`config.mk`:
```
export PLATFORM = sky130hd
export DESIGN_NAME = btpr_fifo
export DESIGN_NICKNAME = d
export VERILOG_FILES = /design/src/sv/bitmap_text_page_renderer_unit_defines.svh /design/src/sv/btpr_pkg.sv /design/src/sv/btpr_fifo.sv
export SDC_FILE = /design/constraint.sdc
export NUM_CORES = 1
export LEC_CHECK = 0
export ABC_AREA = 1
export BUFFER_PORTS_ARGS = -buffer_cell sky130_fd_sc_hd__buf_4
export CAP_MARGIN = 20
export CORE_ASPECT_RATIO = 1.75
export CORE_MARGIN = 5
export CORE_UTILIZATION = 54
export CTS_BUF_LIST = sky130_fd_sc_hd__clkbuf_4 sky130_fd_sc_hd__clkbuf_8
export DETAILED_ROUTE_END_ITERATION = 10
export GPL_TIMING_DRIVEN = 0
export HOLD_SLACK_MARGIN = 0.05
export PLACE_DENSITY = 0.78
export SETUP_SLACK_MARGIN = 0.02
export SYNTH_ARGS = -nofsm -noshare
export SYNTH_HDL_FRONTEND = slang
export SYNTH_SLANG_ARGS = --single-unit
```
`constraint.sdc`:
```
create_clock -name clk -period 4.25 [get_ports clk]
set_input_delay 1.0625 -clock clk [delete_from_list [all_inputs] [get_ports clk]]
set_output_delay 1.0625 -clock clk [all_outputs]
set_load 0.01 [all_outputs]
```
`src/sv/bitmap_text_page_renderer_unit_defines.svh`:
```
// ----------------------------------------------------------------------------
// Assertion macros for the bitmap text page renderer
// Shared immediate-implication and next-cycle checks on one clock and reset.
// ----------------------------------------------------------------------------
`ifndef BITMAP_TEXT_PAGE_RENDERER_UNIT_DEFINES_SVH
`define BITMAP_TEXT_PAGE_RENDERER_UNIT_DEFINES_SVH

// The consequent must hold in the same cycle as the antecedent.
`define BTPR_ASSERT_SAME(label, clk, rst_n, ante, cons) \
  label: assert property (@(posedge clk) disable iff (!rst_n) (ante) |-> (cons)) \
    else $error("btpr check failed");

// The consequent must hold in the cycle after the antecedent.
`define BTPR_ASSERT_NEXT(label, clk, rst_n, ante, cons) \
  label: assert property (@(posedge clk) disable iff (!rst_n) (ante) |=> (cons)) \
    else $error("btpr check failed");

`endif

```
`src/sv/btpr_pkg.sv`:
```
// ----------------------------------------------------------------------------
// Bitmap text page renderer package
// Commands, register indexes, configuration and queue entry types.
// ----------------------------------------------------------------------------
package btpr_pkg;

  // Input commands.
  localparam logic [1:0] CMD_START = 2'd0;
  localparam logic [1:0] CMD_CHAR  = 2'd1;
  localparam logic [1:0] CMD_LOAD  = 2'd2;

  localparam logic [7:0] NEWLINE_CODE = 8'd10;

  // Configuration register indexes.
  localparam logic [2:0] REG_FIRST_CHAR   = 3'd0;
  localparam logic [2:0] REG_CHAR_COUNT   = 3'd1;
  localparam logic [2:0] REG_GLYPH_WIDTH  = 3'd2;
  localparam logic [2:0] REG_GLYPH_HEIGHT = 3'd3;
  localparam logic [2:0] REG_CHAR_SPACING = 3'd4;
  localparam logic [2:0] REG_LINE_SPACING = 3'd5;
  localparam logic [2:0] REG_WRAP_ENABLE  = 3'd6;
  localparam logic [2:0] REG_PIXEL_STATE  = 3'd7;

  // Job queue depth between front and back end.
  localparam int Q_DEPTH = 4;
  localparam int Q_AW    = 2;

  // Width of the raw font address before reduction modulo the memory size.
  localparam int RED_W = 17;

  typedef struct packed {
    logic [7:0] first_char;
    logic [7:0] char_count;
    logic [3:0] glyph_width;
    logic [5:0] glyph_height;
    logic [7:0] char_spacing;
    logic [7:0] line_spacing;
    logic       wrap_enable;
    logic [1:0] pixel_state;
  } cfg_t;

  // One job for the back end: a font byte load or a glyph draw.
  typedef struct packed {
    logic        is_load;
    logic [15:0] x;
    logic [15:0] y;
    logic [7:0]  idx;
    logic [3:0]  weff;
    logic [2:0]  pages;
    logic [12:0] addr;
    logic [7:0]  value;
  } q_entry_t;

  typedef struct packed {
    logic full;
    logic valid;
  } q_stat_t;

endpackage

```
`src/sv/btpr_fifo.sv`:
```
// ----------------------------------------------------------------------------
// Bitmap text page renderer job queue
// Short first-in first-out queue that decouples front and back end.
// ----------------------------------------------------------------------------
module btpr_fifo (
  input  logic               clk,
  input  logic               rst_n,
  input  logic               push,
  input  btpr_pkg::q_entry_t push_data,
  input  logic               pop,
  output btpr_pkg::q_entry_t pop_data,
  output btpr_pkg::q_stat_t  stat
);
  import btpr_pkg::*;

  q_entry_t        mem_r [Q_DEPTH];
  logic [Q_AW-1:0] wr_ptr_r;
  logic [Q_AW-1:0] rd_ptr_r;
  logic [Q_AW:0]   count_r, count_nxt;
  logic            do_push;
  logic            do_pop;

  assign stat.full  = (count_r == (Q_AW + 1)'(Q_DEPTH));
  assign stat.valid = (count_r != '0);
  assign do_push    = push && !stat.full;
  assign do_pop     = pop && stat.valid;
  assign pop_data   = mem_r[rd_ptr_r];

  always_comb begin
    count_nxt = count_r;
    if (do_push && !do_pop) begin
      count_nxt = count_r + 1'b1;
    end else if (do_pop && !do_push) begin
      count_nxt = count_r - 1'b1;
    end
  end

  // Entry storage.
  always_ff @(posedge clk) begin
    if (do_push) begin
      mem_r[wr_ptr_r] <= push_data;
    end
  end

  // Pointers and fill count.
  always_ff @(posedge clk) begin
    if (!rst_n) begin
      wr_ptr_r <= '0;
      rd_ptr_r <= '0;
      count_r  <= '0;
    end else begin
      if (do_push) begin
        wr_ptr_r <= wr_ptr_r + 1'b1;
      end
      if (do_pop) begin
        rd_ptr_r <= rd_ptr_r + 1'b1;
      end
      count_r <= count_nxt;
    end
  end

endmodule

```
== Word level (Yosys, flattened, before mapping) ==
Memories as Yosys holds them, arrays and structs flattened. A register that Yosys moved wholly into a read port is not among the register bits.
Index checks and enable logic that the tools add are counted.

* Register bits: 7
* RAM bits: 276
* Bits of input ports: 73
* Output and inout bits: 71
* Memories: 1

{| class="wikitable"
|+ Memory list
! name !! words !! width !! rd ports !! clocked after memory_dff !! wr ports !! line !! text
|-
| mem_r || 4 || 69 || 1 || 1 || 1 || btpr_fifo.sv:16 || <nowiki>q_entry_t mem_r [Q_DEPTH];</nowiki>
|}

* $add $sub $neg: 4
* Equality and inequality tests: 1
* Multiplexer cells: 6
* Reductions and logical operators: 9

{| class="wikitable"
|+ Operators with widths
! cell !! count
|-
| two-way mux 3 bit || 2
|-
| adder 2 x 1 -> 2 bit, second input constant || 2
|-
| logical AND 1 bit || 4
|-
| two-way mux 2 bit || 2
|-
| adder 3 x 1 -> 3 bit, second input constant || 1
|-
| == test 3 bit, second input constant || 1
|-
| logical NOT 1 bit || 3
|-
| nonzero test 3 bit || 1
|-
| subtractor 3 x 1 -> 3 bit, second input constant || 1
|-
| two-way mux 1 bit || 2
|-
| nonzero test 2 bit || 1
|}

== Depth between registers and ports, before layout ==
Gate-level depths: netlist of run 1.

* Depth after elaboration: 7
* Gate-level depth with buffers: 13
* Gate-level depth less buffers: 13

== Least setup slack after synthesis of run 1 ==
OpenSTA, ideal clock, no wires.

* Path type: input to register
* Start: input port push
* End: memory mem_r[0][0] in the netlist's numbering (enable)
* Setup time: 496 ps
* Arrival: 4056 ps
* Data required time: 3754 ps
* Path slack: -302 ps
* Stages on the path: 2
* Buffers on the path: 0
* Cell sequence: nand2_1 > nor2_1

* Longest elaborated chain between the ends: 3

{| class="wikitable"
|+ Ends and longest elaborated chain
! what !! line !! text
|-
| start: declaration || btpr_fifo.sv:8 || <nowiki>input logic push,</nowiki>
|-
| logical AND 1 bit || btpr_fifo.sv:25 || <nowiki>assign do_push = push && !stat.full;</nowiki>
|-
| two-way mux 1 bit || btpr_fifo.sv:40 || <nowiki>if (do_push) begin</nowiki>
|-
| two-way mux 1 bit (not written as such) || btpr_fifo.sv:41 || <nowiki>mem_r[wr_ptr_r] <= push_data;</nowiki>
|-
| end: declaration || btpr_fifo.sv:16 ||
|}

No other way between the ends.

==> impl_metrics.py, run 1 <==
metrics = {
    "yosys": {
        "yosysSeqAreaShare_pct": 79.0,
        "synthArstFlopShare_pct": 0,
        "synth_compound_area_share_pct": 10.7,
        "synthAdderAreaFrac_pct": 0.770,
        "synthMostInstantiatedCell": "edfxtp_1",
        "synthDistinctLibCells": 22,
        "synth_top_family_by_area": "compound AO/OA/AOI/OAI gates",
        "synth-simple-area-share_pct": 6.10,
        "synth_mux_area_share_pct": 0,
        "syn_nets": 815,
        "synth_cells": 736,
        "synth.avg_cell_area_sq_um": 14.6,
        "synth_area_leader_cell": "edfxtp_1",
        "synth_top_area_share_pct": 77.3,
        "synth-edff-count": 276,
        "synth_area_leaders": "edfxtp_1 77%, nor2_1 5.3%, o21ai_0 4.1%",
        "syn_area_sq_mm": 0.0107,
        "yosysWarnings": 0,
        "synthFlopType": "edfxtp_1",
        "synthTopCellsByCount": "276 x edfxtp_1, 152 x nor2_1, 87 x o21ai_0",
        "ys_ff_latch": 285,
        "synth_xor_area_share_pct": 0.0817,
    },
    "sta": {
        "hold_slack_ps": 512,
        "fin_crit_sh_pct": 75.7,
        "fin_crit_ps": 3220,
        "relSlewSlack_pct": 43.7,
        "max_freq_ghz": 0.311,
        "worstMarginPinSlew_ps": 842,
        "rsz0062_at_grt": "no",
        "clock-skew-final_ps": 12.5,
        "fin_ws_ps": 1030,
        "slew_violations": 0,
        "hold_viol_final": 0,
        "setup_violations": 0,
    },
    "detailed_routing": {
        "dr_wl_met3_mm": 1.36,
        "wirelength_mm": 23.7,
        "drtIter0Drc": 399,
        "vias": 6705,
        "met2WireLength_mm": 13.2,
        "met1_length_mm": 8.64,
        "drc_errors": 0,
        "wire_per_inst_um": 19.8,
        "top_layer": "met4",
        "dr.pass1.iters": 4,
        "drt.antenna.violating_nets": 0,
        "vias_per_cell": 5.59,
    },
    "clocking": {
        "insertion_delay_ps": 500,
        "clkSlewWorstSetupHoldPaths_ps": 60,
        "cts.sinks": 285,
        "clock_path_buffers": 3,
        "postCtsSetupBuffers": 0,
        "htree_levels": 2,
        "cts_tree": "built",
        "cts_root_buf": "clkbuf_8",
        "holdBufCountCts": 0,
        "cts_buffers": 38,
        "cts_resized": 0,
    },
    "setup_path": {
        "worst_ep_required_time_ps": 3190,
        "crit_fanout": 10,
        "critPathMaxStageDelay_ps": 430,
        "path_buf_inv": 4,
        "path_common_cell": "buf_2",
        "crit_arrival_ps": 2150,
        "cp-start-kind": "register",
        "end_kind": "output pin",
        "crit_chain": "inv_2, buf_2, buf_2, o21ai_1, o22ai_1, buf_4",
        "critPathSlowestCell": "dfxtp_1",
        "path_class": "register to output pin",
        "critPathTopFamily": "buffers and inverters",
    },
    "cells_and_area": {
        "postLayoutCoreUtil_pct": 66.3,
        "area_growth_pct": 21.5,
        "nets": 1006,
        "layout-drive-gt1-share_pct": 25.6,
    },
    "hold_path": {
        "holdCritPathClass": "register to register",
    },
    "floorplan": {
        "initial_core_util_pct": 54.6,
        "design.core.area_sq_mm": 0.0197,
        "die_w_um": 117,
        "fp.dieH_um": 196,
        "io_pins": 144,
        "rows": 68,
        "dieArea_sq_mm": 0.0229,
    },
    "power": {
        "ir_drop_mv": 0.453,
        "power.leakage_nw": 4.67,
        "power.density_mw_per_mm2": 585,
    },
    "grt": {
        "grt_pass1_vias": 6983,
        "grt_pass1_wl_mm": 36.1,
        "grt_max_degree": 31,
        "grt_overflow_total": 0,
        "grtUsageTotal_pct": 20.6,
        "grt_antenna_before_repair": 1,
    },
    "job": {
        "drv_cap": 0,
    },
    "status": {
        "status": "complete, no violations",
    },
    "placed_design": {
        "port_buffers": 143,
        "hpwlAfterDp_mm": 15.2,
        "gp_congestion": 0.732,
        "place_ws_ps": 1450,
    },
}
[routing by layer]
metal | track usage (%) | up-vias
met5 | 0 | -
met4 | 7.44 | 0
met3 | 4.02 | 41
met2 | 37.5 | 215
met1 | 23.7 | 3308
li1 | - | 3141
[layout make-up]
type | instances | area, sq um
antenna | 1 | 2.50
buffer | 44 | 299
clock buffer | 53 | 667
clock inverter | 14 | 57.6
fill | 1362 | 6630
inverter | 17 | 66.3
multi-input combinational | 390 | 1920
sequential | 285 | 8470
tap | 245 | 307
timing repair buffer | 151 | 1240
[logic make-up (layout without fill, tap and decap cells)]
family	count (synthesis)	after routing
buffers and inverters	61	279
AND/OR/NAND/NOR	172	172
AO/OA/AOI/OAI	211	211
other	0	1
adder cells (fa/ha/maj)	6	6
XOR/XNOR	1	1
flip-flops	285	285
[sequential cells by signal (all words and copies together) (netlist names), named ones only]
signal	flops
mem_r	276
wr_ptr_r	2
count_r	3
rd_ptr_r	2
[placed cells by master, fill, tap and decap left out, drive strengths merged, types with 3 or more instances in the layout]
cell type	Yosys	routed
a21oi	3	3
buf	27	178
clkbuf	17	70
clkinv	0	14
dfxtp	9	9
edfxtp	276	276
ha	5	5
inv	17	17
nand2	15	15
nand3	4	4
nor2	152	152
o21ai	139	139
o22ai	69	69
[per-stage QoR]
step	instance area, sq um	TNS, ps	total power [mW]	instances
6_report	13000	0	7.62	1200
5_1_grt	13000	0	7.99	1200
4_1_cts	13000	0	7.69	1199
3_5_place_dp	12300	0	5.79	1132
3_3_place_gp	12100	-706230	5.73	1124
2_1_floorplan	10700	-83420	4.72	736
[worst reg2reg max path, cell delays in order, from the launching register on]
cell	delay (ps)
dfxtp_1	400
nor2_1	80
nand2_1	110
nand2_1	250
nor2_4	730
buf_12	310
[worst paths after layout]
path                            startpoint                endpoint  slack [ps]  depth (start not counted)
setup / recovery                  register            pop_data[52]        1030                          6
hold / removal    rd_ptr_r[1]$_SDFFE_PN0P_                register         510                          2
setup reg to reg   count_r[0]$_SDFFE_PN0P_  mem_r[2][39]$_DFFE_PP_        2030                          5
hold reg to reg   rd_ptr_r[1]$_SDFFE_PN0P_                register         510                          2
[power breakdown]
part           leakage (nW)  switching [mW]  internal, mW
Sequential             2.60          0.0800          3.41
Combinational          1.68            1.32         0.896
Clock                 0.386           0.903          1.01
Total                  4.67            2.30          5.32
(Power assumes the default switching activity.)
==> run 2: changes to the inputs <==
CORE_UTILIZATION = 59   (was 54)
PLACE_DENSITY = 0.81   (was 0.78)
clock period = 3.1 ns   (was 4.25 ns; I/O delays follow)
==> impl_metrics.py, run 2 (same netlist as run 1, synthesis figures left out) <==
metrics = {
    "status": {
        "status": "complete, no violations",
    },
    "power": {
        "power.density_mw_per_mm2": 817,
        "ir_drop_mv": 0.648,
        "power.leakage_nw": 4.71,
    },
    "sta": {
        "clock-skew-final_ps": 14.7,
        "hold_viol_final": 0,
        "relSlewSlack_pct": 42.8,
        "hold_slack_ps": 463,
        "fin_crit_ps": 2890,
        "worstMarginPinSlew_ps": 855,
        "fin_crit_sh_pct": 93.3,
        "slew_violations": 0,
        "setup_violations": 0,
        "fin_ws_ps": 208,
        "max_freq_ghz": 0.346,
        "rsz0062_at_grt": "no",
        "fin_setup_tns_ps": 0,
    },
    "grt": {
        "grt_antenna_before_repair": 0,
        "grt_pass1_wl_mm": 35.9,
        "grt_overflow_total": 0,
        "grt_max_degree": 30,
        "grtUsageTotal_pct": 21.9,
        "grt_pass1_vias": 6976,
    },
    "cells_and_area": {
        "largest_register_ff_count": 276,
        "area_growth_pct": 22.2,
        "postLayoutCoreUtil_pct": 72.9,
        "nets": 1007,
        "diodes": 0,
        "final_cell_mix": "276 x edfxtp_1, 150 x buf_4, 148 x nor2_1",
        "reg_top3": "mem_r: 276 flops, count_r: 3 flops",
        "largest_register": "mem_r",
        "final_common_cell": "edfxtp_1",
        "layout-drive-gt1-share_pct": 26.0,
    },
    "placed_design": {
        "gp_congestion": 0.742,
        "port_buffers": 143,
        "place_ws_ps": 499,
        "hpwlAfterDp_mm": 15.5,
    },
    "setup_path": {
        "critPathSlowestCell": "clkbuf_1",
        "critPathMaxStageDelay_ps": 430,
        "crit_chain": "inv_2, clkbuf_1, o21ai_1, o22ai_1, buf_4",
        "crit_fanout": 10,
        "path_class": "register to output pin",
        "cp-start-kind": "register",
        "end_kind": "output pin",
        "crit_arrival_ps": 2120,
        "worst_ep_required_time_ps": 2320,
    },
    "hold_path": {
        "holdCritPathClass": "primary input to register",
    },
    "floorplan": {
        "design.core.area_sq_mm": 0.0180,
        "rows": 65,
        "io_pins": 144,
        "initial_core_util_pct": 59.7,
        "die_w_um": 112,
        "dieArea_sq_mm": 0.0211,
        "fp.dieH_um": 188,
    },
    "clocking": {
        "htree_levels": 2,
        "clock_path_buffers": 3,
        "cts_root_buf": "clkbuf_8",
        "postCtsSetupBuffers": 0,
        "cts.sinks": 285,
        "insertion_delay_ps": 500,
        "cts_tree": "built",
        "cts_buffers": 38,
        "holdBufCountCts": 0,
        "cts_resized": 0,
        "clkSlewWorstSetupHoldPaths_ps": 70,
    },
    "detailed_routing": {
        "dr.pass1.iters": 5,
        "drtIter0Drc": 441,
        "drt.antenna.violating_nets": 0,
        "wire_per_inst_um": 20.0,
        "drc_errors": 0,
        "vias_per_cell": 5.67,
        "wirelength_mm": 23.7,
        "vias": 6731,
    },
    "job": {
        "drv_cap": 0,
    },
}
[run 2: changes by cell type in the layout (fill, tap and decap cells not counted)]
cell	change
clkinv_4	+1
clkbuf_4	+3
clkinv_1	-4
buf_16	+1
clkinv_2	-3
bufinv_16	+2
diode_2	-1
[run 2: metal layers]
| layer | share of wire [%] | wire length, um | global-route usage, % |
|---|---|---|---|
| met5 | 0 | 0 | 0 |
| met1 | 36 | 8650 | 24.4 |
| met4 | 2.3 | 539 | 8.90 |
| met3 | 6.3 | 1490 | 4.40 |
| met2 | 55 | 13100 | 40.3 |
[run 2: path summary, 6_finish.rpt]
check	startpoint	endpoint	slack (ps)	depth (start not counted)
max	register	pop_data[26]	210	5
min	push_data[25]	mem_r[0][25]$_DFFE_PP_	460	1
max reg2reg	count_r[0]$_SDFFE_PN0P_	mem_r[2][42]$_DFFE_PP_	790	6
min reg2reg	rd_ptr_r[1]$_SDFFE_PN0P_	rd_ptr_r[1]$_SDFFE_PN0P_	530	2
[run 2: layout make-up]
cell class,count,area [sq um]
Buffer,44,299
Clock buffer,56,689
Clock inverter,10,96.3
Fill cell,1155,4870
Inverter,17,66.3
Multi-Input combinational cell,390,1920
Sequential cell,285,8470
Tap cell,234,293
Timing Repair Buffer,152,1270
[run 2: where the power goes]
group,internal [mW],total [mW],switching [mW],leakage [nW]
registers,4.68,4.79,0.112,2.60
logic,1.25,3.06,1.81,1.69
clock network,1.59,2.85,1.26,0.415
total,7.52,10.7,3.19,4.71
[run 2: stage by stage]
| stage | instances | instance area, sq um | power (mW) |
|---|---|---|---|
| 6_report | 1188 | 13100 | 10.7 |
| 5_1_grt | 1188 | 13100 | 11.2 |
| 4_1_cts | 1188 | 13100 | 10.8 |
| 3_5_place_dp | 1122 | 12300 | 7.96 |
| 3_3_place_gp | 1113 | 12100 | 7.80 |
| 2_1_floorplan | 736 | 10700 | 6.45 |
[run 2: worst max-delay path, delay by kind of cell, from the launching register on]
| kind | cells | cell delay (ps) |
|---|---|---|
| buffers and inverters | 3 | 790 |
| AOI/OAI and AO/OA | 2 | 410 |
| DFF | 1 | 410 |
