[src/sv/bitmap_text_page_renderer_unit_defines.svh]
// ----------------------------------------------------------------------------
// Assertion macros for the bitmap text page renderer
// Shared immediate-implication and next-cycle checks on one clock and reset.
// ----------------------------------------------------------------------------
`ifndef BITMAP_TEXT_PAGE_RENDERER_UNIT_DEFINES_SVH
`define BITMAP_TEXT_PAGE_RENDERER_UNIT_DEFINES_SVH

// The consequent must hold in the same cycle as the antecedent.
`define BTPR_ASSERT_SAME(label, clk, rst_n, ante, cons) \
  label: assert property (@(posedge clk) disable iff (!rst_n) (ante) |-> (cons)) \
    else $error("btpr check failed");

// The consequent must hold in the cycle after the antecedent.
`define BTPR_ASSERT_NEXT(label, clk, rst_n, ante, cons) \
  label: assert property (@(posedge clk) disable iff (!rst_n) (ante) |=> (cons)) \
    else $error("btpr check failed");

`endif

[src/sv/btpr_pkg.sv]
// ----------------------------------------------------------------------------
// Bitmap text page renderer package
// Commands, register indexes, configuration and queue entry types.
// ----------------------------------------------------------------------------
package btpr_pkg;

  // Input commands.
  localparam logic [1:0] CMD_START = 2'd0;
  localparam logic [1:0] CMD_CHAR  = 2'd1;
  localparam logic [1:0] CMD_LOAD  = 2'd2;

  localparam logic [7:0] NEWLINE_CODE = 8'd10;

  // Configuration register indexes.
  localparam logic [2:0] REG_FIRST_CHAR   = 3'd0;
  localparam logic [2:0] REG_CHAR_COUNT   = 3'd1;
  localparam logic [2:0] REG_GLYPH_WIDTH  = 3'd2;
  localparam logic [2:0] REG_GLYPH_HEIGHT = 3'd3;
  localparam logic [2:0] REG_CHAR_SPACING = 3'd4;
  localparam logic [2:0] REG_LINE_SPACING = 3'd5;
  localparam logic [2:0] REG_WRAP_ENABLE  = 3'd6;
  localparam logic [2:0] REG_PIXEL_STATE  = 3'd7;

  // Job queue depth between front and back end.
  localparam int Q_DEPTH = 4;
  localparam int Q_AW    = 2;

  // Width of the raw font address before reduction modulo the memory size.
  localparam int RED_W = 17;

  typedef struct packed {
    logic [7:0] first_char;
    logic [7:0] char_count;
    logic [3:0] glyph_width;
    logic [5:0] glyph_height;
    logic [7:0] char_spacing;
    logic [7:0] line_spacing;
    logic       wrap_enable;
    logic [1:0] pixel_state;
  } cfg_t;

  // One job for the back end: a font byte load or a glyph draw.
  typedef struct packed {
    logic        is_load;
    logic [15:0] x;
    logic [15:0] y;
    logic [7:0]  idx;
    logic [3:0]  weff;
    logic [2:0]  pages;
    logic [12:0] addr;
    logic [7:0]  value;
  } q_entry_t;

  typedef struct packed {
    logic full;
    logic valid;
  } q_stat_t;

endpackage

[src/sv/btpr_if.sv]
// ----------------------------------------------------------------------------
// Bitmap text page renderer channel interfaces
// Input item channel and page write result channel, valid/ready handshake.
// ----------------------------------------------------------------------------
interface btpr_in_if;
  logic               valid;
  logic               ready;
  logic [1:0]         command;
  logic signed [15:0] start_x;
  logic signed [15:0] start_y;
  logic [7:0]         char_code;
  logic [12:0]        font_address;
  logic [7:0]         font_value;

  modport source (output valid, command, start_x, start_y, char_code, font_address,
                  font_value, input ready);
  modport sink (input valid, command, start_x, start_y, char_code, font_address,
                font_value, output ready);
endinterface


[src/sv/btpr_front.sv]
// ----------------------------------------------------------------------------
// Bitmap text page renderer front end
// Accepts items, keeps the cursor and origin, and queues load and draw jobs.
// ----------------------------------------------------------------------------
module btpr_front #(
  parameter int FRAME_WIDTH     = 128,
  parameter int MAX_GLYPH_WIDTH = 8,
  parameter int MAX_PAGES       = 4
) (
  input  logic              clk,
  input  logic              rst_n,
  input  btpr_pkg::cfg_t    cfg,
  btpr_in_if.sink           in_ch,
  input  btpr_pkg::q_stat_t q_stat,
  output logic              q_push,
  output btpr_pkg::q_entry_t q_data
);
  import btpr_pkg::*;

  logic [15:0] cursor_x_r, cursor_x_nxt;
  logic [15:0] cursor_y_r, cursor_y_nxt;
  logic [15:0] origin_x_r, origin_x_nxt;

  logic        accept;
  logic [3:0]  weff;
  logic [5:0]  heff;
  logic [2:0]  pages;
  logic [7:0]  end_code;
  logic        in_range;
  logic [16:0] wrap_sum;
  logic        wrap_hit;
  logic [15:0] line_y;
  logic [15:0] x0;
  logic [15:0] y0;

  assign in_ch.ready = !q_stat.full;
  assign accept      = in_ch.valid && in_ch.ready;

  // Effective glyph size after clamping to the supported maximum.
  always_comb begin
    weff = cfg.glyph_width;
    if ({1'b0, cfg.glyph_width} > 5'(MAX_GLYPH_WIDTH)) begin
      weff = 4'(MAX_GLYPH_WIDTH);
    end
    heff = cfg.glyph_height;
    if (cfg.glyph_height > 6'(MAX_PAGES * 8)) begin
      heff = 6'(MAX_PAGES * 8);
    end
  end

  assign pages    = 3'(({1'b0, heff} + 7'd7) >> 3);
  assign end_code = cfg.first_char + cfg.char_count;
  assign in_range = (in_ch.char_code >= cfg.first_char) && (in_ch.char_code < end_code);
  assign line_y   = cursor_y_r + 16'(heff) + 16'(cfg.line_spacing);

  // Wrap check on the signed cursor column.
  assign wrap_sum = {cursor_x_r[15], cursor_x_r} + 17'(weff);
  assign wrap_hit = cfg.wrap_enable && ($signed(wrap_sum) > $signed(17'(FRAME_WIDTH)));
  assign x0       = wrap_hit ? origin_x_r : cursor_x_r;
  assign y0       = wrap_hit ? line_y : cursor_y_r;

  // Cursor update and job selection.
  always_comb begin
    cursor_x_nxt   = cursor_x_r;
    cursor_y_nxt   = cursor_y_r;
    origin_x_nxt   = origin_x_r;
    q_push         = 1'b0;
    q_data.is_load = 1'b0;
    q_data.x       = x0;
    q_data.y       = y0;
    q_data.idx     = in_ch.char_code - cfg.first_char;
    q_data.weff    = weff;
    q_data.pages   = pages;
    q_data.addr    = in_ch.font_address;
    q_data.value   = in_ch.font_value;
    if (accept) begin
      case (in_ch.command)
        CMD_START: begin
          origin_x_nxt = in_ch.start_x;
          cursor_x_nxt = in_ch.start_x;
          cursor_y_nxt = in_ch.start_y;
        end
        CMD_CHAR: begin
          if (in_ch.char_code == NEWLINE_CODE) begin
            cursor_x_nxt = origin_x_r;
            cursor_y_nxt = line_y;
          end else begin
            cursor_x_nxt = x0 + 16'(weff) + 16'(cfg.char_spacing);
            cursor_y_nxt = y0;
            q_push       = in_range && (weff != 4'd0) && (pages != 3'd0);
          end
        end
        CMD_LOAD: begin
          q_push         = 1'b1;
          q_data.is_load = 1'b1;
        end
        default: begin
        end
      endcase
    end
  end

  always_ff @(posedge clk) begin
    if (!rst_n) begin
      cursor_x_r <= '0;
      cursor_y_r <= '0;
      origin_x_r <= '0;
    end else begin
      cursor_x_r <= cursor_x_nxt;
      cursor_y_r <= cursor_y_nxt;
      origin_x_r <= origin_x_nxt;
    end
  end

endmodule

[src/flat_wrapper.sv]
// flat-port wrapper written by rule: the top's interface ports become plain ports
module btpr_front_flat import btpr_pkg::*;
#(
  parameter int FRAME_WIDTH     = 128,
  parameter int MAX_GLYPH_WIDTH = 8,
  parameter int MAX_PAGES       = 4
)
  (clk, rst_n, cfg, q_stat, q_push, q_data, in_ch_valid, in_ch_command, in_ch_start_x, in_ch_start_y, in_ch_char_code, in_ch_font_address, in_ch_font_value, in_ch_ready);
  btpr_in_if in_ch_i ();
  input  logic clk;
  input  logic rst_n;
  input  btpr_pkg::cfg_t cfg;
  input  btpr_pkg::q_stat_t q_stat;
  output logic q_push;
  output btpr_pkg::q_entry_t q_data;
  input wire logic [$bits(in_ch_i.valid)-1:0] in_ch_valid;
  input wire logic [$bits(in_ch_i.command)-1:0] in_ch_command;
  input wire logic [$bits(in_ch_i.start_x)-1:0] in_ch_start_x;
  input wire logic [$bits(in_ch_i.start_y)-1:0] in_ch_start_y;
  input wire logic [$bits(in_ch_i.char_code)-1:0] in_ch_char_code;
  input wire logic [$bits(in_ch_i.font_address)-1:0] in_ch_font_address;
  input wire logic [$bits(in_ch_i.font_value)-1:0] in_ch_font_value;
  output wire logic [$bits(in_ch_i.ready)-1:0] in_ch_ready;
  assign in_ch_i.valid = in_ch_valid;
  assign in_ch_i.command = in_ch_command;
  assign in_ch_i.start_x = in_ch_start_x;
  assign in_ch_i.start_y = in_ch_start_y;
  assign in_ch_i.char_code = in_ch_char_code;
  assign in_ch_i.font_address = in_ch_font_address;
  assign in_ch_i.font_value = in_ch_font_value;
  assign in_ch_ready = in_ch_i.ready;
  btpr_front #(.FRAME_WIDTH(FRAME_WIDTH), .MAX_GLYPH_WIDTH(MAX_GLYPH_WIDTH), .MAX_PAGES(MAX_PAGES)) u_core (.clk(clk), .rst_n(rst_n), .cfg(cfg), .in_ch(in_ch_i), .q_stat(q_stat), .q_push(q_push), .q_data(q_data));
endmodule
[config.mk]
export PLATFORM = sky130hd
export DESIGN_NAME = btpr_front_flat
export DESIGN_NICKNAME = d
export VERILOG_FILES = /design/src/sv/bitmap_text_page_renderer_unit_defines.svh /design/src/sv/btpr_pkg.sv /design/src/sv/btpr_if.sv /design/src/sv/btpr_front.sv /design/src/flat_wrapper.sv
export SDC_FILE = /design/constraint.sdc
export NUM_CORES = 1
export LEC_CHECK = 0
export CORE_ASPECT_RATIO = 0.75
export CORE_MARGIN = 4
export CORE_UTILIZATION = 31
export CTS_CLUSTER_DIAMETER = 30
export CTS_CLUSTER_SIZE = 25
export DETAILED_ROUTE_END_ITERATION = 6
export DONT_BUFFER_PORTS = 1
export MAX_ROUTING_LAYER = met4
export SYNTH_ARGS = -nofsm -noshare
export SYNTH_HDL_FRONTEND = slang
export SYNTH_SLANG_ARGS = --single-unit
[constraint.sdc]
create_clock -name clk -period 8.29 [get_ports clk]
set_input_delay 1.658 -clock clk [delete_from_list [all_inputs] [get_ports clk]]
set_output_delay 1.658 -clock clk [all_outputs]
set_load 0.02 [all_outputs]
; ---- After elaboration in Yosys (flattened, before gate mapping)
; Cells that the tools add are included.
[classes]
magnitude_cmp = 5
reduce_logical = 12
n_mux = 13
add_sub_neg = 8
eq_ne = 3
[ops]
columns = operator, n
row1 = two-way mux 16 bit, 4
row2 = one-hot mux 16 bit (2 select lines), 2
row3 = adder 16 x 8 -> 16 bit, 2
row4 = adder 16 x 5 -> 17 bit, 1
row5 = "greater-than comparator 17 x 9 -> 1 bit, second input constant", 1
row6 = adder 16 x 4 -> 16 bit, 1
row7 = adder 16 x 6 -> 16 bit, 1
row8 = adder 8 bit, 1
row9 = "equality test 8 x 4 -> 1 bit, second input constant", 1
row10 = greater-or-equal comparator 8 bit, 1
row11 = less-than comparator 8 bit, 1
row12 = subtractor 8 bit, 1
row13 = "adder 6 x 3 -> 6 bit, second input constant", 1
row14 = "greater-than comparator 6 bit, second input constant", 1
row15 = two-way mux 6 bit, 1
row16 = logical AND 1 bit, 5
row17 = "greater-than comparator 4 bit, second input constant", 1
row18 = two-way mux 1 bit, 4
row19 = two-way mux 4 bit, 1
row20 = AND reduction 2 bit, 2
row21 = nonzero test 4 bit, 1
row22 = nonzero test 3 bit, 1
row23 = "equality test 2 x 1 -> 1 bit, second input constant", 1
row24 = "equality test 2 bit, second input constant", 1
row25 = 4 further kinds, 4
[word_totals]
elab_cells = 44
out_inout_bits = 71
register_bits = 48

; ---- Longest topological paths before layout
; Gate-level depths: netlist of run 1.
[depth]
depth_word = 10
depth_mapped = 27

; ---- Least setup slack after synthesis of run 1
; OpenSTA, ideal clock, no wires.
[synth_path]
kind = input -> register
from = input cfg[25] in the netlist's numbering
to = register u_core.cursor_x_r[15]
n_path_buf = 4
setup_slack_ns = 1.414
arrival_time_ns = 6.755
path_stages = 26
cell_sequence = nor2b_1 ha_1 fa_1 a211oi_2 nor4_2 and3_1 o2111ai_1 o41ai_4 buf_6 buf_6 buf_4 mux2i_1 fa_1 inv_1 ha_1 inv_1 fa_1 nor2b_1 o21ai_0 a21oi_1 o31a_1 clkbuf_1 nand4_1 xnor2_1 a21oi_1 a21oi_1
[synth_via]
elab_chain_cells = 10
[synth_rtl]
columns = element, line
row1 = from (decl), flat_wrapper.sv:12  ; input btpr_pkg::cfg_t cfg;
row2 = greater-than comparator 4 bit, btpr_front.sv:42  ; if ({1'b0, cfg.glyph_width} > 5'(MAX_GLYPH_WIDTH)) begin
row3 = two-way mux 4 bit *, btpr_front.sv:42
row4 = adder 16 x 5 -> 17 bit, btpr_front.sv:57  ; assign wrap_sum = {cursor_x_r[15], cursor_x_r} + 17'(weff);
row5 = greater-than comparator 17 x 9 -> 1 bit, btpr_front.sv:58  ; assign wrap_hit = cfg.wrap_enable && ($signed(wrap_sum) > $signed(17'(FRAME_WIDTH)));
row6 = logical AND 1 bit, btpr_front.sv:58
row7 = two-way mux 16 bit, btpr_front.sv:59  ; assign x0 = wrap_hit ? origin_x_r : cursor_x_r;
row8 = adder 16 x 4 -> 16 bit *, btpr_front.sv:88  ; cursor_x_nxt = x0 + 16'(weff) + 16'(cfg.char_spacing);
row9 = adder 16 x 8 -> 16 bit *, btpr_front.sv:88
row10 = two-way mux 16 bit *, btpr_front.sv:84  ; if (in_ch.char_code == NEWLINE_CODE) begin
row11 = one-hot mux 16 bit (2 select lines) *, btpr_front.sv:77  ; case (in_ch.command)
row12 = to (signal assigned), btpr_front.sv:109  ; cursor_x_r <= cursor_x_nxt;
row13 = to (decl), btpr_front.sv:20  ; logic [15:0] cursor_x_r, cursor_x_nxt;
; Mark *: on every way between the ends. The rest lies on a longest branch, timed or not.
; A chain may end at the register's enable or synchronous reset.

==> results of run 1 <==
-- cells by family after synthesis --
kind of cell    synth area share
simple gates               0.196
compound gates             0.255
buf+inv                    0.109
fa+ha+maj                  0.166
flops                      0.170
xor+xnor                  0.0667
mux                       0.0373
-- metal layers --
metal | vias to the layer above | wire length [um] | GRT usage
li1 | 2569 | - | -
met1 | 2389 | 8660 | 0.250
met2 | 162 | 7400 | 0.251
met3 | 16 | 1260 | 0.0407
met4 | 0 | 237 | 0.0375
met5 | - | 0 | -
-- worst max path at each step --
stage / to / cells past startpoint
final: u_core.cursor_x_r[11] / 23
after floorplan: u_core.cursor_x_r[15] / 26
after global routing: u_core.cursor_x_r[11] / 23
after detailed placement: u_core.cursor_x_r[11] / 23
after CTS: u_core.cursor_x_r[11] / 23
after global placement: u_core.cursor_x_r[11] / 23
-- registers in the layout, indices dropped and copies added (netlist names) --
name,count
u_core.cursor_x_r,16
u_core.cursor_y_r,16
u_core.origin_x_r,16
-- metrics by stage --
stage | hold WS, ns | total power [uW] | cell area [sq um] | setup WS (ns)
after global routing | 0.499 | 806 | 5810 | 0.655
final | 0.472 | 756 | 5810 | 1.14
after detailed placement | 0.461 | 545 | 5670 | 0.854
after CTS | 0.471 | 759 | 5810 | 1.14
after floorplan | 0.445 | 507 | 5640 | 1.41
after global placement | 0.457 | 542 | 5670 | 0.948
-- power breakdown --
part	total [uW]	internal, uW	switching [uW]	leakage [uW]
Clock	217	121	96.0	0.0000712
Sequential	253	239	13.6	0.000390
Combinational	286	109	178	0.00205
Total	756	469	287	0.00251
-- worst max-delay path, stage by stage --
cell	delay, ns
inv_1	0.05
nand2_1	0.10
inv_1	0.16
fa_1	0.51
a211oi_2	0.43
o21ai_0	0.16
o31ai_1	0.08
a32oi_1	0.17
o41ai_4	0.83
mux2i_1	0.37
fa_1	0.45
inv_1	0.07
ha_1	0.19
inv_1	0.06
fa_1	0.41
nor2b_1	0.12
o21ai_0	0.13
a21oi_1	0.26
o31a_1	0.47
nor2b_1	0.24
xor2_1	0.16
o211ai_1	0.09
o21ai_0	0.18
-- layout make-up --
cell class	instances	area [sq um]
clock buffers	8	146
repair buffers	11	82.6
flip-flops and latches	48	961
multi-input cells	591	4070
well taps	242	303
fillers	1917	11900
inverters	68	255
-- layout by cell type (no fill, tap or decap), types with 8 or more instances in the layout --
| cell type | synthesis | routed |
|---|---|---|
| a21o_1 | 15 | 15 |
| a31oi_1 | 9 | 9 |
| inv_1 | 68 | 68 |
| xor2_1 | 15 | 15 |
| nor2b_1 | 11 | 11 |
| mux2i_1 | 12 | 12 |
| buf_4 | 25 | 11 |
| o21ai_0 | 62 | 62 |
| ha_1 | 51 | 51 |
| nand2_1 | 124 | 124 |
| nand3_1 | 14 | 14 |
| mux2_2 | 8 | 8 |
| fa_1 | 15 | 15 |
| dfxtp_1 | 48 | 48 |
| nor2_1 | 27 | 27 |
| a21oi_1 | 62 | 62 |
| nor3_1 | 17 | 17 |
| a211oi_1 | 10 | 10 |
| xnor2_1 | 28 | 28 |
==> flow_metrics.tcl, run 1 <==
set metrics [dict create \
    synth_top_area_frac 0.170 \
    tns_ns 0 \
    cts_tree "built" \
    clock_sinks 48 \
    yosysSeqAreaShare 0.170 \
    cts-hold-fix-buffers 0 \
    hold_viol 0 \
    placed_cells 960 \
    drc_errors 0 \
    ios 184 \
    die_h_um 125 \
    hold_end "u_core.origin_x_r[3]" \
    fin_skew_ns 0.0136 \
    hold_class "register to register" \
    synth_flop_cell "dfxtp_1" \
    critPathMaxFanout 12 \
    synth-seq-cells 48 \
    path_clk_slew_ns 0.07 \
    r2r_start "u_core.cursor_x_r[0]" \
    crit_type "input port to register" \
    yosysWarningCount 0 \
    rrSetupSlack_ns 2.36 \
    io_buffers 0 \
    viasPerCell 5.31 \
    final_util 0.327 \
    grt_pass1_wl_um 27900 \
    synth_most_common_cell "nand2_1" \
    period_needed_ns 7.15 \
    synth_area_leaders "dfxtp_1 17%, ha_1 11%, nand2_1 8.2%" \
    max_freq_mhz 140 \
    avgSynthCellArea_sq_um 7.31 \
    synth_top_area_cell "dfxtp_1" \
    ir_drop_mv 0.0875 \
    nets 904 \
    antenna_found_initial 1 \
    dieArea_sq_um 20400 \
    slew_headroom 0.320 \
    cap_violations 0 \
    power_density_nw_per_um2 130 \
    syn_inst 772 \
    drt_wl_total_um 17600 \
    worstSetupStartpoint "cfg[28]" \
    rows 42 \
    clockBufferDepth 2 \
    grt.overflow.total 0 \
    syn_nets 951 \
    cts_setup_buffers 0 \
    reg2reg_to "u_core.cursor_x_r[11]" \
    hold_depth 2 \
    gp_congestion 0.818 \
    ys_async_sr_fraction 0 \
    synth_area_sq_um 5640 \
    ant_nets 0 \
    post_drt_wl_per_cell_um 18.1 \
    grt_setup_unrepaired "false" \
    crit_path_start_kind "input port" \
    grt_pass1_vias 4976 \
    core-area_sq_um 17800 \
    cts_buffers 5 \
    first_iter_violations 349 \
    clk_latency_ns 0.30 \
    drt_pass1_iterations 5 \
    diodes 0 \
    stdcell_count 968 \
    grt_max_degree 41 \
    endpoint_kind "register" \
    min_from "u_core.origin_x_r[3]" \
    post_cts_resized 0 \
    clockRootBuffer "clkbuf_16" \
    worstPathRequired_ns 8.52 \
    initial_utilization 0.318 \
    dp_hpwl_um 13200 \
    synthTopCellsByCount "124 x nand2_1, 68 x inv_1, 62 x a21oi_1, 62 x o21ai_0, 51 x ha_1" \
    htreeDepth 2 \
    synth_cell_types 66 \
    r2r_cells 21 \
    slew_viol_final 0 \
    worst_pin_slew_ns 1.02 \
    critPathArrivalTime_ns 7.38 \
    p_leak_uw 0.00251 \
    area_growth_pct 3.04 \
    synth_edf_count 0 \
    die_x_um 164 \
    via_count 5136 \
    drive_above_1_share 0.0565 \
    grt.total_usage 0.175 \
    status "finished, final reports clean" \
    fin_crit_sh 0.862 \
    setup_viol 0 \
]
Note: power is estimated with default switching activity, not from simulation.
==> run 2, diff against run 1 <==
--- a/config.mk
+++ b/config.mk
@@ -5,7 +5,7 @@
 export SDC_FILE = /design/constraint.sdc
 export NUM_CORES = 1
 export LEC_CHECK = 0
-export CORE_ASPECT_RATIO = 0.75
+export CORE_ASPECT_RATIO = 0.8
 export CORE_MARGIN = 4
 export CORE_UTILIZATION = 31
 export CTS_CLUSTER_DIAMETER = 30
==> constraint.sdc (replaced) <==
create_clock -name clk -period 8.29 [get_ports clk]
set_input_delay 0.829 -clock clk [delete_from_list [all_inputs] [get_ports clk]]
set_output_delay 0.829 -clock clk [all_outputs]
set_load 0.02 [all_outputs]
==> flow_metrics.tcl, run 2 (synthesis gave the netlist of run 1 again) <==
set metrics [dict create \
    drt_pass1_iterations 5 \
    tns_ns 0 \
    clock_sinks 48 \
    p_sw_frac 0.373 \
    final_cell_mix "124 x nand2_1, 68 x inv_1, 62 x a21oi_1, 62 x o21ai_0, 51 x ha_1" \
    grt_max_degree 42 \
    final_util 0.329 \
    slew_headroom 0.343 \
    critPathMaxFanout 12 \
    final_area_sq_um 5790 \
    post_drt_wl_per_cell_um 18.4 \
    endpoint_kind "register" \
    hold_viol 0 \
    cts-hold-fix-buffers 0 \
    fin_crit_sh 0.748 \
    cts_buffers 5 \
    drc_errors 0 \
    grt_pass1_wl_um 27500 \
    crit_type "input port to register" \
    drive_above_1_share 0.0553 \
    whs_ns 0.474 \
    diodes 0 \
    antenna_found_initial 0 \
    drt_wl_total_um 17400 \
    grt.total_usage 0.172 \
    htreeDepth 2 \
    critPathArrivalTime_ns 6.42 \
    clockBufferDepth 2 \
    status "finished, final reports clean" \
    pwr-share-comb 0.366 \
    rows 43 \
    io_buffers 0 \
    placed_cell_area_sq_um 5620 \
    cts_setup_buffers 0 \
    first_iter_violations 294 \
    crit_path_start_kind "input port" \
    area_growth_pct 2.64 \
    grt_pass1_vias 4887 \
    p_clk_frac 0.311 \
    slew_viol_final 0 \
    r2r_cells 22 \
    die_x_um 159 \
    dp_hpwl_um 13200 \
    clockRootBuffer "clkbuf_16" \
    worst_pin_slew_ns 0.985 \
    grt.overflow.total 0 \
    core-area_sq_um 17600 \
    sequentialPowerShare 0.324 \
    grt_setup_unrepaired "false" \
    p_total_uw 781 \
    final_common_cell "nand2_1" \
    hold_depth 2 \
    dieArea_sq_um 20400 \
    ant_nets 0 \
    fin_skew_ns 0.0119 \
    reg_top3 "u_core.cursor_x_r: 16 flops, u_core.cursor_y_r: 16 flops, u_core.origin_x_r: 16 flops" \
    cap_violations 0 \
    die_h_um 129 \
    gp_congestion 0.825 \
    setup_viol 0 \
    period_needed_ns 6.20 \
    max_freq_mhz 161 \
    post_cts_resized 0 \
    initial_utilization 0.321 \
    viasPerCell 5.38 \
    ios 184 \
    p_int_uw 489 \
    nets 901 \
    p_leak_uw 0.00251 \
    clk_latency_ns 0.30 \
    power_density_nw_per_um2 135 \
    via_count 5096 \
    hold_class "register to register" \
    p_switching_uw 292 \
    cts_tree "built" \
    ir_drop_mv 0.0749 \
    path_clk_slew_ns 0.07 \
    worstPathRequired_ns 8.52 \
]
[run 2: cell types whose count changed in the layout (fill, tap and decap cells not counted), sizes merged]
| cell | change |
|---|---|
| buf | -3 |
| clkinv | +1 |
| clkinvlp | +1 |
| bufinv | +1 |
| clkbuf | -3 |
[run 2: final cells by class]
| class | instances | area, sq um |
|---|---|---|
| inverter | 68 | 255 |
| timing repair buffer | 8 | 60.1 |
| clock buffer | 5 | 125 |
| tap | 225 | 282 |
| sequential | 48 | 961 |
| fill | 1866 | 11800 |
| multi-input combinational | 591 | 4070 |
| clock inverter | 3 | 42.5 |
[run 2: per-layer routing]
metal / track usage / routed length, um
met5: - / 0
met4: 0.0286 / 225
met3: 0.0381 / 1220
met2: 0.252 / 7360
met1: 0.246 / 8630
[run 2: power by group through the flow]
stage	Clock, uW	Combinational, uW	Sequential [uW]
2_1_floorplan	0	257	251
3_3_place_gp	0	285	257
3_5_place_dp	0	288	258
4_1_cts	244	289	252
5_1_grt	256	322	254
6_report	243	286	253
[run 2: final timing paths]
kind / startpoint / endpoint / slack [ns]
worst min register to register: u_core.origin_x_r[12] / u_core.origin_x_r[12] / 0.47
worst max-delay path: cfg[25] / u_core.cursor_x_r[11] / 2.09
worst min-delay path: u_core.origin_x_r[12] / u_core.origin_x_r[12] / 0.47
worst max register to register: u_core.cursor_x_r[0] / u_core.cursor_x_r[11] / 2.58
[run 2: metrics by stage]
step | worst slack, ns | std cells
after detailed placement | 1.82 | 940
after floorplan | 2.24 | 772
final | 2.09 | 948
after CTS | 2.14 | 948
after global routing | 1.69 | 948
after global placement | 1.88 | 940
[run 2: critical path, stage by stage]
cell	delay, ns
nor2b_1	0.47
ha_1	0.30
fa_1	0.41
nor3_1	0.34
o31a_1	0.19
a32oi_1	0.17
o41ai_4	0.37
buf_4	0.26
mux2i_1	0.27
fa_1	0.44
inv_1	0.06
ha_1	0.20
inv_1	0.07
fa_1	0.41
nor2b_1	0.13
o21ai_0	0.12
a21oi_1	0.24
o31a_1	0.46
nor2b_1	0.22
xor2_1	0.16
o211ai_1	0.09
o21ai_0	0.18
